<file path="src/hw/rtl/ide_pkg.sv">
`default_nettype none

package ide_pkg;

   // Field widths
   localparam int CHAR_W   = 8;
   localparam int YEAR_W   = 14;
   localparam int FIELD_W  = 7;
   localparam int POS_W    = 5;
   localparam int GROUPS   = 6;
   localparam int OFFSET_W = 18;
   localparam int TIME_W   = 39;
   localparam int CUM_W    = 12;
   localparam int DIGIT_W  = 4;
   localparam int QUOT_W   = 8;

   // Back-end datapath widths: day count, time of day, day count times 86400
   localparam int DAYS_W   = 25;
   localparam int HMS_W    = 19;
   localparam int PROD_W   = DAYS_W + 18;

   // Character codes
   localparam logic [CHAR_W-1:0] CHAR_ZERO = 8'h30;
   localparam logic [CHAR_W-1:0] CHAR_NINE = 8'h39;
   localparam logic [CHAR_W-1:0] CHAR_T    = 8'h54;
   localparam logic [CHAR_W-1:0] CHAR_Z    = 8'h5A;

   // Text positions
   localparam logic [POS_W-1:0] POS_YEAR_END  = 5'd3;
   localparam logic [POS_W-1:0] POS_MONTH_END = 5'd5;
   localparam logic [POS_W-1:0] POS_DAY_END   = 5'd7;
   localparam logic [POS_W-1:0] POS_MARKER    = 5'd8;
   localparam logic [POS_W-1:0] POS_HOUR_END  = 5'd10;
   localparam logic [POS_W-1:0] POS_MIN_END   = 5'd12;
   localparam logic [POS_W-1:0] POS_SEC_END   = 5'd14;
   localparam logic [POS_W-1:0] POS_LIMIT     = 5'd16;

   // Group bits in the stop mask
   localparam int G_YEAR  = 0;
   localparam int G_MONTH = 1;
   localparam int G_DAY   = 2;
   localparam int G_HOUR  = 3;
   localparam int G_MIN   = 4;
   localparam int G_SEC   = 5;

   // Calendar constants
   localparam logic [YEAR_W-1:0] EPOCH_YEAR  = 14'd1970;
   localparam int                LEAPS_1969  = 477;
   localparam int                DAY_SECS    = 86400;
   localparam int                HOUR_SECS   = 3600;
   localparam int                MIN_SECS    = 60;
   localparam int                YEAR_DAYS   = 365;
   localparam int                LONG_MONTHS = 13;
   localparam int                ODD_MONTH   = 30;
   // floor(n / 100) = (n * RECIP_100) >> RECIP_SHIFT for n below 2^14
   localparam int                RECIP_100   = 5243;
   localparam int                RECIP_SHIFT = 19;

   typedef struct packed {
      logic [YEAR_W-1:0]  year;
      logic [FIELD_W-1:0] month;
      logic [FIELD_W-1:0] day;
      logic [FIELD_W-1:0] hour;
      logic [FIELD_W-1:0] minute;
      logic [FIELD_W-1:0] second;
      logic               short_text;
      logic               all_day;
      logic               add_offset;
   } job_type;

   typedef enum logic [2:0] {
      BK_IDLE,
      BK_DIV,
      BK_DAYS,
      BK_SUM,
      BK_MUL,
      BK_DONE
   } back_state_type;

   // Days before the first of each month in a common year, months 0 to 13
   localparam logic [CUM_W-1:0] MONTH_START [0:13] = '{
      12'd0, 12'd0, 12'd31, 12'd59, 12'd90, 12'd120, 12'd151,
      12'd181, 12'd212, 12'd243, 12'd273, 12'd304, 12'd334, 12'd365
   };

   function automatic logic [CUM_W-1:0] month_start_days(input logic [FIELD_W-1:0] month);
      logic [CUM_W-1:0] extra;
      extra = CUM_W'(ODD_MONTH) * (CUM_W'(month) - CUM_W'(LONG_MONTHS));
      if (month <= FIELD_W'(LONG_MONTHS)) begin
         return MONTH_START[month[3:0]];
      end else begin
         return CUM_W'(YEAR_DAYS) + extra;
      end
   endfunction

   function automatic logic [YEAR_W-1:0] dec_step(input logic [YEAR_W-1:0] value,
                                                  input logic [DIGIT_W-1:0] digit);
      return YEAR_W'(value * YEAR_W'(10) + YEAR_W'(digit));
   endfunction

endpackage

`default_nettype wire

</file>
<file path="src/hw/rtl/ide_if.sv">
`default_nettype none

interface ide_req_if;
   logic                     valid;
   logic                     ready;
   logic [ide_pkg::CHAR_W-1:0] text_char;
   logic                     last_char;

   modport source (output valid, output text_char, output last_char, input ready);
   modport sink   (input valid, input text_char, input last_char, output ready);
endinterface

interface ide_rsp_if;
   logic                              valid;
   logic                              ready;
   logic signed [ide_pkg::TIME_W-1:0] local_time;
   logic                              all_day;

   modport source (output valid, output local_time, output all_day, input ready);
   modport sink   (input valid, input local_time, input all_day, output ready);
endinterface

interface ide_csr_if;
   logic                                valid;
   logic                                ready;
   logic signed [ide_pkg::OFFSET_W-1:0] utc_offset;

   modport source (output valid, output utc_offset, input ready);
   modport sink   (input valid, input utc_offset, output ready);
endinterface

`default_nettype wire

</file>
<file path="src/hw/rtl/ide_front.sv">
`default_nettype none

module ide_front (
   input  wire logic             clock,
   input  wire logic             reset,
   ide_req_if.sink               req_bus,
   output logic                  push,
   output ide_pkg::job_type      push_job,
   input  wire logic             push_ready
);
   import ide_pkg::*;

   logic [POS_W-1:0]   pos_ff, pos_in;
   logic [YEAR_W-1:0]  year_ff, year_in;
   logic [FIELD_W-1:0] month_ff, month_in;
   logic [FIELD_W-1:0] day_ff, day_in;
   logic [FIELD_W-1:0] hour_ff, hour_in;
   logic [FIELD_W-1:0] min_ff, min_in;
   logic [FIELD_W-1:0] sec_ff, sec_in;
   logic [GROUPS-1:0]  stop_ff, stop_in;
   logic               mark_ff, mark_in;
   logic               accept;
   logic               is_digit;
   logic [DIGIT_W-1:0] digit;
   logic [CHAR_W-1:0]  c;

   assign c        = req_bus.text_char;
   assign is_digit = (c >= CHAR_ZERO) && (c <= CHAR_NINE);
   assign digit    = DIGIT_W'(c - CHAR_ZERO);
   assign accept   = req_bus.valid && push_ready;
   assign req_bus.ready = push_ready;

   always_comb begin
      year_in  = year_ff;
      month_in = month_ff;
      day_in   = day_ff;
      hour_in  = hour_ff;
      min_in   = min_ff;
      sec_in   = sec_ff;
      stop_in  = stop_ff;
      mark_in  = mark_ff;
      priority if (pos_ff <= POS_YEAR_END) begin
         if (!stop_ff[G_YEAR]) begin
            if (is_digit) year_in = dec_step(year_ff, digit);
            else stop_in[G_YEAR] = 1'b1;
         end
      end else if (pos_ff <= POS_MONTH_END) begin
         if (!stop_ff[G_MONTH]) begin
            if (is_digit) month_in = FIELD_W'(dec_step(YEAR_W'(month_ff), digit));
            else stop_in[G_MONTH] = 1'b1;
         end
      end else if (pos_ff <= POS_DAY_END) begin
         if (!stop_ff[G_DAY]) begin
            if (is_digit) day_in = FIELD_W'(dec_step(YEAR_W'(day_ff), digit));
            else stop_in[G_DAY] = 1'b1;
         end
      end else if (pos_ff == POS_MARKER) begin
         mark_in = (c == CHAR_T);
      end else if (pos_ff <= POS_HOUR_END) begin
         if (!stop_ff[G_HOUR]) begin
            if (is_digit) hour_in = FIELD_W'(dec_step(YEAR_W'(hour_ff), digit));
            else stop_in[G_HOUR] = 1'b1;
         end
      end else if (pos_ff <= POS_MIN_END) begin
         if (!stop_ff[G_MIN]) begin
            if (is_digit) min_in = FIELD_W'(dec_step(YEAR_W'(min_ff), digit));
            else stop_in[G_MIN] = 1'b1;
         end
      end else if (pos_ff <= POS_SEC_END) begin
         if (!stop_ff[G_SEC]) begin
            if (is_digit) sec_in = FIELD_W'(dec_step(YEAR_W'(sec_ff), digit));
            else stop_in[G_SEC] = 1'b1;
         end
      end else begin
         // past the seconds: characters only count towards the length
      end
      pos_in = (pos_ff < POS_LIMIT) ? pos_ff + 1'b1 : pos_ff;
   end

   // Classify the text on its last beat: length is the current position plus one
   always_comb begin
      push_job.year       = year_in;
      push_job.month      = month_in;
      push_job.day        = day_in;
      push_job.short_text = (pos_ff < POS_DAY_END);
      push_job.all_day    = !push_job.short_text && ((pos_ff == POS_DAY_END) || !mark_in);
      // a date-only text is midnight: drop any time digits
      push_job.hour       = (!push_job.all_day && (pos_ff >= POS_MIN_END)) ? hour_in : '0;
      push_job.minute     = (!push_job.all_day && (pos_ff >= POS_MIN_END)) ? min_in : '0;
      push_job.second     = (!push_job.all_day && (pos_ff >= POS_SEC_END)) ? sec_in : '0;
      push_job.add_offset = !push_job.short_text && !push_job.all_day && (c == CHAR_Z);
   end

   assign push = accept && req_bus.last_char;

   always_ff @(posedge clock) begin
      if (reset || push) begin
         pos_ff   <= '0;
         year_ff  <= '0;
         month_ff <= '0;
         day_ff   <= '0;
         hour_ff  <= '0;
         min_ff   <= '0;
         sec_ff   <= '0;
         stop_ff  <= '0;
         mark_ff  <= 1'b0;
      end else if (accept) begin
         pos_ff   <= pos_in;
         year_ff  <= year_in;
         month_ff <= month_in;
         day_ff   <= day_in;
         hour_ff  <= hour_in;
         min_ff   <= min_in;
         sec_ff   <= sec_in;
         stop_ff  <= stop_in;
         mark_ff  <= mark_in;
      end
   end

endmodule

`default_nettype wire

</file>
<file path="src/hw/rtl/ide_fifo.sv">
`default_nettype none

module ide_fifo (
   input  wire logic             clock,
   input  wire logic             reset,
   input  wire logic             push,
   input  wire ide_pkg::job_type push_job,
   output logic                  push_ready,
   input  wire logic             pop,
   output logic                  pop_valid,
   output ide_pkg::job_type      pop_job
);
   import ide_pkg::*;

   job_type    slot_ff [0:1];
   logic       wr_ff;
   logic       rd_ff;
   logic [1:0] count_ff;
   logic       do_push;
   logic       do_pop;

   assign push_ready = (count_ff != 2'd2);
   assign pop_valid  = (count_ff != 2'd0);
   assign pop_job    = slot_ff[rd_ff];
   assign do_push    = push && push_ready;
   assign do_pop     = pop && pop_valid;

   always_ff @(posedge clock) begin
      if (do_push) slot_ff[wr_ff] <= push_job;
   end

   always_ff @(posedge clock) begin
      if (reset) begin
         wr_ff    <= 1'b0;
         rd_ff    <= 1'b0;
         count_ff <= '0;
      end else begin
         if (do_push) wr_ff <= !wr_ff;
         if (do_pop) rd_ff <= !rd_ff;
         count_ff <= count_ff + {1'b0, do_push} - {1'b0, do_pop};
      end
   end

endmodule

`default_nettype wire

</file>
<file path="src/hw/rtl/ide_back.sv">
`default_nettype none

module ide_back (
   input  wire logic                                clock,
   input  wire logic                                reset,
   input  wire logic                                pop_valid,
   input  wire ide_pkg::job_type                    pop_job,
   output logic                                     pop,
   input  wire logic signed [ide_pkg::OFFSET_W-1:0] utc_offset,
   ide_rsp_if.source                                rsp_bus
);
   import ide_pkg::*;

   back_state_type state_ff, state_in;

   job_type                   job_ff;
   logic [QUOT_W-1:0]         qa_ff, qa_in;
   logic [QUOT_W-1:0]         qb_ff, qb_in;
   logic signed [DAYS_W-1:0]  yd_ff, yd_in;
   logic signed [DAYS_W-1:0]  md_ff, md_in;
   logic signed [DAYS_W-1:0]  days_ff, days_in;
   logic [HMS_W-1:0]          hms_ff, hms_in;
   logic signed [TIME_W-1:0]  prod_ff;
   logic signed [PROD_W-1:0]  prod_in;
   logic signed [TIME_W-1:0]  time_ff, time_in;
   logic                      allday_ff;
   logic                      valid_ff;

   logic [YEAR_W-1:0]         year_m1;
   logic [2*YEAR_W-1:0]       prod_a;
   logic [2*YEAR_W-1:0]       prod_b;
   logic                      leap;
   logic signed [DAYS_W-1:0]  leaps_s;
   logic                      load_out;
   logic                      out_free;

   assign out_free = !valid_ff || rsp_bus.ready;

   // Next state
   always_comb begin
      state_in = state_ff;
      unique case (state_ff)
         BK_IDLE: if (pop_valid) state_in = BK_DIV;
         BK_DIV:  state_in = BK_DAYS;
         BK_DAYS: state_in = BK_SUM;
         BK_SUM:  state_in = BK_MUL;
         BK_MUL:  state_in = BK_DONE;
         BK_DONE: if (out_free) state_in = BK_IDLE;
         default: state_in = BK_IDLE;
      endcase
   end

   // Control outputs
   always_comb begin
      pop      = 1'b0;
      load_out = 1'b0;
      unique case (state_ff)
         BK_IDLE: pop = pop_valid;
         BK_DONE: load_out = out_free;
         default: begin
            pop      = 1'b0;
            load_out = 1'b0;
         end
      endcase
   end

   // Datapath
   always_comb begin
      year_m1 = job_ff.year - 1'b1;
      prod_a  = (2*YEAR_W)'(year_m1) * (2*YEAR_W)'(RECIP_100);
      prod_b  = (2*YEAR_W)'(job_ff.year) * (2*YEAR_W)'(RECIP_100);
      qa_in   = prod_a[RECIP_SHIFT +: QUOT_W];
      qb_in   = prod_b[RECIP_SHIFT +: QUOT_W];

      leap = (job_ff.year[1:0] == 2'b00) &&
             ((job_ff.year != YEAR_W'(YEAR_W'(qb_ff) * YEAR_W'(100))) ||
              (qb_ff[1:0] == 2'b00));
      leaps_s = $signed(DAYS_W'(year_m1[YEAR_W-1:2])) - $signed(DAYS_W'(qa_ff))
                + $signed(DAYS_W'(qa_ff[QUOT_W-1:2]));
      yd_in = $signed(DAYS_W'(YEAR_DAYS))
              * ($signed(DAYS_W'(job_ff.year)) - $signed(DAYS_W'(EPOCH_YEAR)))
              + leaps_s - $signed(DAYS_W'(LEAPS_1969));
      md_in = $signed(DAYS_W'(month_start_days(job_ff.month)))
              + $signed(DAYS_W'(leap && (job_ff.month >= FIELD_W'(3))))
              + $signed(DAYS_W'(job_ff.day)) - $signed(DAYS_W'(1));

      days_in = yd_ff + md_ff;
      hms_in  = HMS_W'(job_ff.hour) * HMS_W'(HOUR_SECS)
                + HMS_W'(job_ff.minute) * HMS_W'(MIN_SECS) + HMS_W'(job_ff.second);

      prod_in = $signed(PROD_W'(days_ff)) * $signed(PROD_W'(DAY_SECS));

      // Zero the base for short text and for years before the epoch
      if (job_ff.short_text || (job_ff.year < EPOCH_YEAR)) begin
         time_in = '0;
      end else begin
         time_in = prod_ff + $signed(TIME_W'(hms_ff));
      end
      if (job_ff.add_offset) begin
         time_in = time_in + TIME_W'(utc_offset);
      end
   end

   always_ff @(posedge clock) begin
      if (pop) job_ff <= pop_job;
      unique case (state_ff)
         BK_DIV: begin
            qa_ff <= qa_in;
            qb_ff <= qb_in;
         end
         BK_DAYS: begin
            yd_ff <= yd_in;
            md_ff <= md_in;
         end
         BK_SUM: begin
            days_ff <= days_in;
            hms_ff  <= hms_in;
         end
         BK_MUL: prod_ff <= TIME_W'(prod_in);
         default: begin
         end
      endcase
      if (load_out) begin
         time_ff   <= time_in;
         allday_ff <= job_ff.all_day;
      end
   end

   always_ff @(posedge clock) begin
      if (reset) begin
         state_ff <= BK_IDLE;
         valid_ff <= 1'b0;
      end else begin
         state_ff <= state_in;
         if (load_out) valid_ff <= 1'b1;
         else if (rsp_bus.ready) valid_ff <= 1'b0;
      end
   end

   assign rsp_bus.valid      = valid_ff;
   assign rsp_bus.local_time = time_ff;
   assign rsp_bus.all_day    = allday_ff;

endmodule

`default_nettype wire

</file>
<file path="src/hw/rtl/ical_datetime_to_epoch_top.sv">
// iCalendar date-time text to local epoch seconds.
//
// req_bus carries the text one character a beat (text_char), with last_char
// set on the final beat. Each text ending in a last beat gives exactly one
// rsp_bus beat: local_time, seconds since 1970-01-01 local time, and all_day,
// set for a date-only text. csr_bus writes utc_offset, the seconds added to
// a time marked with a trailing 'Z'; it is always ready, and utc_offset must be
// written only while no text is in flight: the block itself does not enforce this.
//
// The character front end takes one beat per cycle while the job queue has
// room. On the last beat it pushes the parsed fields into a two-entry job
// queue. The epoch back end works through its steps for each text in order
// (pop, quotient by 100, day counts, sum, multiply by 86400, output load) and
// pops the next job only after loading the output. Texts of six or more
// characters stream at one character per cycle while the receiver keeps up;
// shorter texts are limited by the back end once the queue fills.
//
// Reset clears the parser, the queue, the back end and utc_offset. When the
// receiver stalls, the result holds in the output register, the back end
// holds its next result, the queue fills, and then req_bus.ready drops.
`default_nettype none

module ical_datetime_to_epoch_top (
   input  wire logic clock,
   input  wire logic reset,
   ide_req_if.sink   req_bus,
   ide_rsp_if.source rsp_bus,
   ide_csr_if.sink   csr_bus
);
   import ide_pkg::*;

   logic                       push;
   logic                       push_ready;
   job_type                    push_job;
   logic                       pop;
   logic                       pop_valid;
   job_type                    pop_job;
   logic signed [OFFSET_W-1:0] offset_ff;

   // Offset register: always ready, written on each csr beat
   assign csr_bus.ready = 1'b1;

   always_ff @(posedge clock) begin
      if (reset) begin
         offset_ff <= '0;
      end else if (csr_bus.valid) begin
         offset_ff <= csr_bus.utc_offset;
      end
   end

   ide_front u_front (
      .clock      (clock),
      .reset      (reset),
      .req_bus    (req_bus),
      .push       (push),
      .push_job   (push_job),
      .push_ready (push_ready)
   );

   ide_fifo u_fifo (
      .clock      (clock),
      .reset      (reset),
      .push       (push),
      .push_job   (push_job),
      .push_ready (push_ready),
      .pop        (pop),
      .pop_valid  (pop_valid),
      .pop_job    (pop_job)
   );

   ide_back u_back (
      .clock      (clock),
      .reset      (reset),
      .pop_valid  (pop_valid),
      .pop_job    (pop_job),
      .pop        (pop),
      .utc_offset (offset_ff),
      .rsp_bus    (rsp_bus)
   );

   // A job is pushed only into a queue with room
   a_push_room: assert property (@(posedge clock) disable iff (reset)
      push |-> push_ready)
      else $error("job pushed into full queue");

   // Exactly the last beat of a text pushes a job
   a_push_last: assert property (@(posedge clock) disable iff (reset)
      push == (req_bus.valid && req_bus.ready && req_bus.last_char))
      else $error("job push does not match last beat");

   // Short text is neither all-day nor offset
   a_short_plain: assert property (@(posedge clock) disable iff (reset)
      (push && push_job.short_text) |-> (!push_job.all_day && !push_job.add_offset))
      else $error("short text job carries flags");

   // The back end never pops an empty queue
   a_pop_valid: assert property (@(posedge clock) disable iff (reset)
      pop |-> pop_valid)
      else $error("pop from empty queue");

endmodule

`default_nettype wire
</file>
<file path="src/flat_wrapper.sv">
// flat-port wrapper written by rule: the top's interface ports become plain ports
module ical_datetime_to_epoch_top_flat import ide_pkg::*;
  (clock, reset, req_bus_valid, req_bus_text_char, req_bus_last_char, req_bus_ready, rsp_bus_valid, rsp_bus_local_time, rsp_bus_all_day, rsp_bus_ready, csr_bus_valid, csr_bus_utc_offset, csr_bus_ready);
  ide_req_if req_bus_i ();
  ide_rsp_if rsp_bus_i ();
  ide_csr_if csr_bus_i ();
  input  wire logic clock;
  input  wire logic reset;
  input wire logic [$bits(req_bus_i.valid)-1:0] req_bus_valid;
  input wire logic [$bits(req_bus_i.text_char)-1:0] req_bus_text_char;
  input wire logic [$bits(req_bus_i.last_char)-1:0] req_bus_last_char;
  output wire logic [$bits(req_bus_i.ready)-1:0] req_bus_ready;
  output wire logic [$bits(rsp_bus_i.valid)-1:0] rsp_bus_valid;
  output wire logic [$bits(rsp_bus_i.local_time)-1:0] rsp_bus_local_time;
  output wire logic [$bits(rsp_bus_i.all_day)-1:0] rsp_bus_all_day;
  input wire logic [$bits(rsp_bus_i.ready)-1:0] rsp_bus_ready;
  input wire logic [$bits(csr_bus_i.valid)-1:0] csr_bus_valid;
  input wire logic [$bits(csr_bus_i.utc_offset)-1:0] csr_bus_utc_offset;
  output wire logic [$bits(csr_bus_i.ready)-1:0] csr_bus_ready;
  assign req_bus_i.valid = req_bus_valid;
  assign req_bus_i.text_char = req_bus_text_char;
  assign req_bus_i.last_char = req_bus_last_char;
  assign req_bus_ready = req_bus_i.ready;
  assign rsp_bus_valid = rsp_bus_i.valid;
  assign rsp_bus_local_time = rsp_bus_i.local_time;
  assign rsp_bus_all_day = rsp_bus_i.all_day;
  assign rsp_bus_i.ready = rsp_bus_ready;
  assign csr_bus_i.valid = csr_bus_valid;
  assign csr_bus_i.utc_offset = csr_bus_utc_offset;
  assign csr_bus_ready = csr_bus_i.ready;
  ical_datetime_to_epoch_top u_core (.clock(clock), .reset(reset), .req_bus(req_bus_i), .rsp_bus(rsp_bus_i), .csr_bus(csr_bus_i));
endmodule
</file>
<file path="config.mk">
export PLATFORM = sky130hd
export DESIGN_NAME = ical_datetime_to_epoch_top_flat
export DESIGN_NICKNAME = d
export VERILOG_FILES = /design/src/hw/rtl/ide_pkg.sv /design/src/hw/rtl/ide_if.sv /design/src/hw/rtl/ide_front.sv /design/src/hw/rtl/ide_fifo.sv /design/src/hw/rtl/ide_back.sv /design/src/hw/rtl/ical_datetime_to_epoch_top.sv /design/src/flat_wrapper.sv
export SDC_FILE = /design/constraint.sdc
export NUM_CORES = 2
export LEC_CHECK = 0
export ABC_AREA = 1
export BUFFER_PORTS_ARGS = -buffer_cell sky130_fd_sc_hd__buf_2
export CORE_MARGIN = 2
export CORE_UTILIZATION = 61
export CTS_CLUSTER_SIZE = 40
export DETAILED_ROUTE_END_ITERATION = 10
export PLACE_DENSITY = 0.78
export SLEW_MARGIN = 10
export SYNTH_ARGS = -nofsm -noshare
export SYNTH_HDL_FRONTEND = slang
export SYNTH_SLANG_ARGS = --single-unit
</file>
<file path="constraint.sdc">
create_clock -name clock -period 10.7 [get_ports clock]
set_clock_uncertainty 0.1 [all_clocks]
set_input_delay 1.605 -clock clock [delete_from_list [all_inputs] [get_ports clock]]
set_output_delay 1.605 -clock clock [all_outputs]
set_load 0.005 [all_outputs]
</file>
==> flow_metrics.py <==
metrics = {
    "run_status": {
        "status": "finished clean",
    },
    "logic_synthesis": {
        "synth_edf_count": 328,
        "ys_ff_latch": 415,
        "syn_nets": 6202,
        "yosysTopAreaCellShare": 0.223,
        "avgSynthCellArea_um2": 8.63,
        "synth_cells": 5128,
        "synth_area_leaders": "edfxtp_1 (22%), ha_1 (20%), fa_1 (15%)",
        "ys.flop_type": "edfxtp_1",
        "ys_seq_area_frac": 0.262,
        "synth_area_um2": 44200,
        "yosysTopAreaCell": "edfxtp_1",
        "synth_common_cells": "inv_1 (1083), nand2_1 (859), ha_1 (707)",
        "ys_async_sr_fraction": 0,
        "yosysUniqueCellTypes": 66,
        "yosysWarnings": 0,
        "yosysMostFrequentCell": "inv_1",
    },
    "route": {
        "wire_per_inst_um": 17.2,
        "via_count": 34100,
        "drc": 0,
        "ant_nets": 0,
        "first_iter_violations": 2459,
        "firstDrtPassIters": 8,
        "routed_wl_um": 107000,
        "vias_per_cell": 5.49,
    },
    "sta": {
        "hold_violations": 0,
        "tightest_slew_ps": 1070,
        "min_period_ps": 8100,
        "rsz0062_at_grt": "no",
        "max_freq_ghz": 0.124,
        "setup_tns_ps": 0,
        "min_period_over_period": 0.757,
        "drv_slew": 0,
        "max-slew-margin-rel": 0.287,
        "setup_viol": 0,
    },
    "critical_path": {
        "required_ps": 10950,
        "reg2reg_depth": 31,
        "cp_common_cell": "inv_1",
        "worstReg2RegStart": "u_core.u_back.job_ff[38]",
        "cp-end-kind": "flip-flop",
        "crit_buf_inv": 6,
        "crit_family": "adder cells",
        "r2r-end": "u_core.u_back.yd_ff[24]",
        "cpPeakStageDelay_ps": 680,
        "cp_data_arrival_time_ps": 8350,
        "path_max_fanout": 11,
        "cp.depth": 31,
        "regToRegSetupSlack_ps": 2600,
        "crit_type": "reg -> reg",
        "start_kind": "flip-flop",
        "crit_slowest_cell": "edfxtp_1",
    },
    "finish": {
        "fill_cells": 5874,
        "antennaDiodeCount": 0,
        "multi_input_area_um2": 28400,
        "regArea_um2": 11600,
        "nets": 6294,
        "synthToLayoutAreaGrowth_pct": 7.26,
        "drive_gt1_frac": 0.0449,
    },
    "cts": {
        "cts_tree": "built",
        "cts_buffer_depth": 3,
        "ctsHoldBuffers": 0,
        "cts_sinks": 415,
        "clk_latency_ps": 620,
        "post-cts-setup-buffers": 0,
        "cts_max_level": 2,
        "clk_pin_slew_worst_paths_ps": 70,
        "cts-resized-gates": 0,
        "cts_buffers": 48,
        "clock-root-buffer": "clkbuf_16",
    },
    "grt": {
        "gr-max-usage-layer": "met2",
        "grt_max_degree": 56,
        "use_met1": 0.401,
        "track_usage": 0.291,
        "antenna_found_initial": 1,
        "grt_pass1_wl_um": 174000,
        "grt-ovfl-total": 0,
        "grtUsageMet3": 0.0384,
        "grt_pass1_vias": 34000,
        "met2_usage": 0.488,
    },
    "floorplan": {
        "io_pins": 75,
        "initial_core_util": 0.618,
        "die_h_um": 273,
        "die-area_um2": 74700,
        "die_w_um": 273,
        "rows": 98,
        "core_area_um2": 71600,
    },
    "min_path": {
        "hold_depth": 0,
        "hold_start": "u_core.u_back.job_ff[4]",
        "hp-class": "reg -> reg",
        "holdPathEnd": "u_core.u_back.hms_ff[1]",
    },
    "placement": {
        "gp_congestion": 0.999,
        "dp_hpwl_um": 87100,
        "io_buffer_count": 73,
    },
    "flow_run": {
        "maxCapViolCount": 0,
    },
}
==> worst max path at each step <==
| stage | end | from |
|---|---|---|
| 4_1_cts | u_core.u_back.yd_ff[24] | u_core.u_back.job_ff[38] |
| 2_1_floorplan | u_core.u_back.yd_ff[24] | u_core.u_back.job_ff[38] |
| 3_3_place_gp | u_core.u_back.yd_ff[23] | u_core.u_back.job_ff[38] |
| 5_1_grt | u_core.u_back.yd_ff[24] | u_core.u_back.job_ff[38] |
| 6_report | u_core.u_back.yd_ff[24] | u_core.u_back.job_ff[38] |
| 3_5_place_dp | u_core.u_back.yd_ff[24] | u_core.u_back.job_ff[38] |
==> routing by layer <==
metal	routed length, µm	vias to the layer above
li1	-	16800
met1	47700	16200
met2	50300	967
met3	6680	158
met4	2420	2
met5	10	-
==> final cells by class <==
cell class	count	share of cell area
flip-flops and latches	415	0.244
multi-input cells	3568	0.598
well taps	950	0.0250
inverters	1095	0.0866
clock buffers	63	0.0280
clock inverters	27	0.00765
repair buffers	92	0.0107
==> per-stage QoR <==
stage	cell area [µm²]	hold WS (ps)	instances	setup slack [ps]	util
final	47500	346	6210	2600	0.663
after global routing	47500	370	6210	1950	0.663
after CTS	47500	348	6210	2700	0.663
after detailed placement	45800	332	6120	2690	0.639
after global placement	45800	336	6120	2790	0.639
after floorplan	44200	300	5128	3730	-
==> sequential cells by signal (all words and copies together) (netlist names), 2 cells and up <==
register,flops
u_core.u_back.md_ff,15
u_core.u_back.yd_ff,25
u_core.u_fifo.slot_ff,104
u_core.u_back.prod_ff,32
u_core.u_front.month_ff,7
u_core.u_back.qa_ff,8
u_core.u_front.stop_ff,6
u_core.u_fifo.count_ff,2
u_core.u_back.rsp_bus.local_time,39
u_core.u_back.days_ff,25
u_core.u_back.state_ff,3
u_core.u_back.hms_ff,19
u_core.u_front.pos_ff,5
u_core.u_front.year_ff,14
u_core.u_front.hour_ff,7
u_core.u_front.day_ff,7
u_core.u_front.sec_ff,7
u_core.u_front.min_ff,7
u_core.u_back.qb_ff,8
u_core.offset_ff,18
u_core.u_back.job_ff,52
==> placed cells by master (no fill, tap or decap), types with 10 or more instances in the layout <==
| cell type | synthesis | layout |
|---|---|---|
| xnor2_1 | 90 | 90 |
| edfxtp_1 | 328 | 328 |
| clkbuf_16 | 0 | 49 |
| a21oi_1 | 321 | 320 |
| nor3_1 | 54 | 53 |
| inv_1 | 1083 | 1083 |
| ha_1 | 707 | 707 |
| a21o_1 | 22 | 22 |
| nor4_1 | 10 | 10 |
| buf_4 | 1 | 19 |
| nand3_1 | 160 | 160 |
| dfxtp_1 | 87 | 86 |
| o21bai_1 | 23 | 23 |
| a31oi_1 | 23 | 23 |
| xor2_1 | 164 | 164 |
| buf_2 | 10 | 73 |
| or2_2 | 15 | 15 |
| nand2_1 | 859 | 859 |
| fa_1 | 335 | 335 |
| nor2_1 | 334 | 328 |
| nand4_1 | 53 | 53 |
| o211ai_1 | 23 | 23 |
| o21ai_0 | 259 | 259 |
| o21ai_1 | 19 | 19 |
==> kinds of logic after synthesis <==
| family | Yosys count | share of synthesized area |
|---|---|---|
| AO/OA/AOI/OAI | 746 | 0.0937 |
| adder cells (fa/ha/maj) | 1042 | 0.352 |
| XOR/XNOR | 255 | 0.0507 |
| other | 1 | 0.0000848 |
| buffers and inverters | 1145 | 0.0982 |
| AND/OR/NAND/NOR | 1520 | 0.143 |
| flip-flops | 415 | 0.262 |
| multiplexers | 4 | 0.000905 |
Power is not shown: default switching activity piles up to over one toggle a cycle in this logic, so the estimate is an artifact.
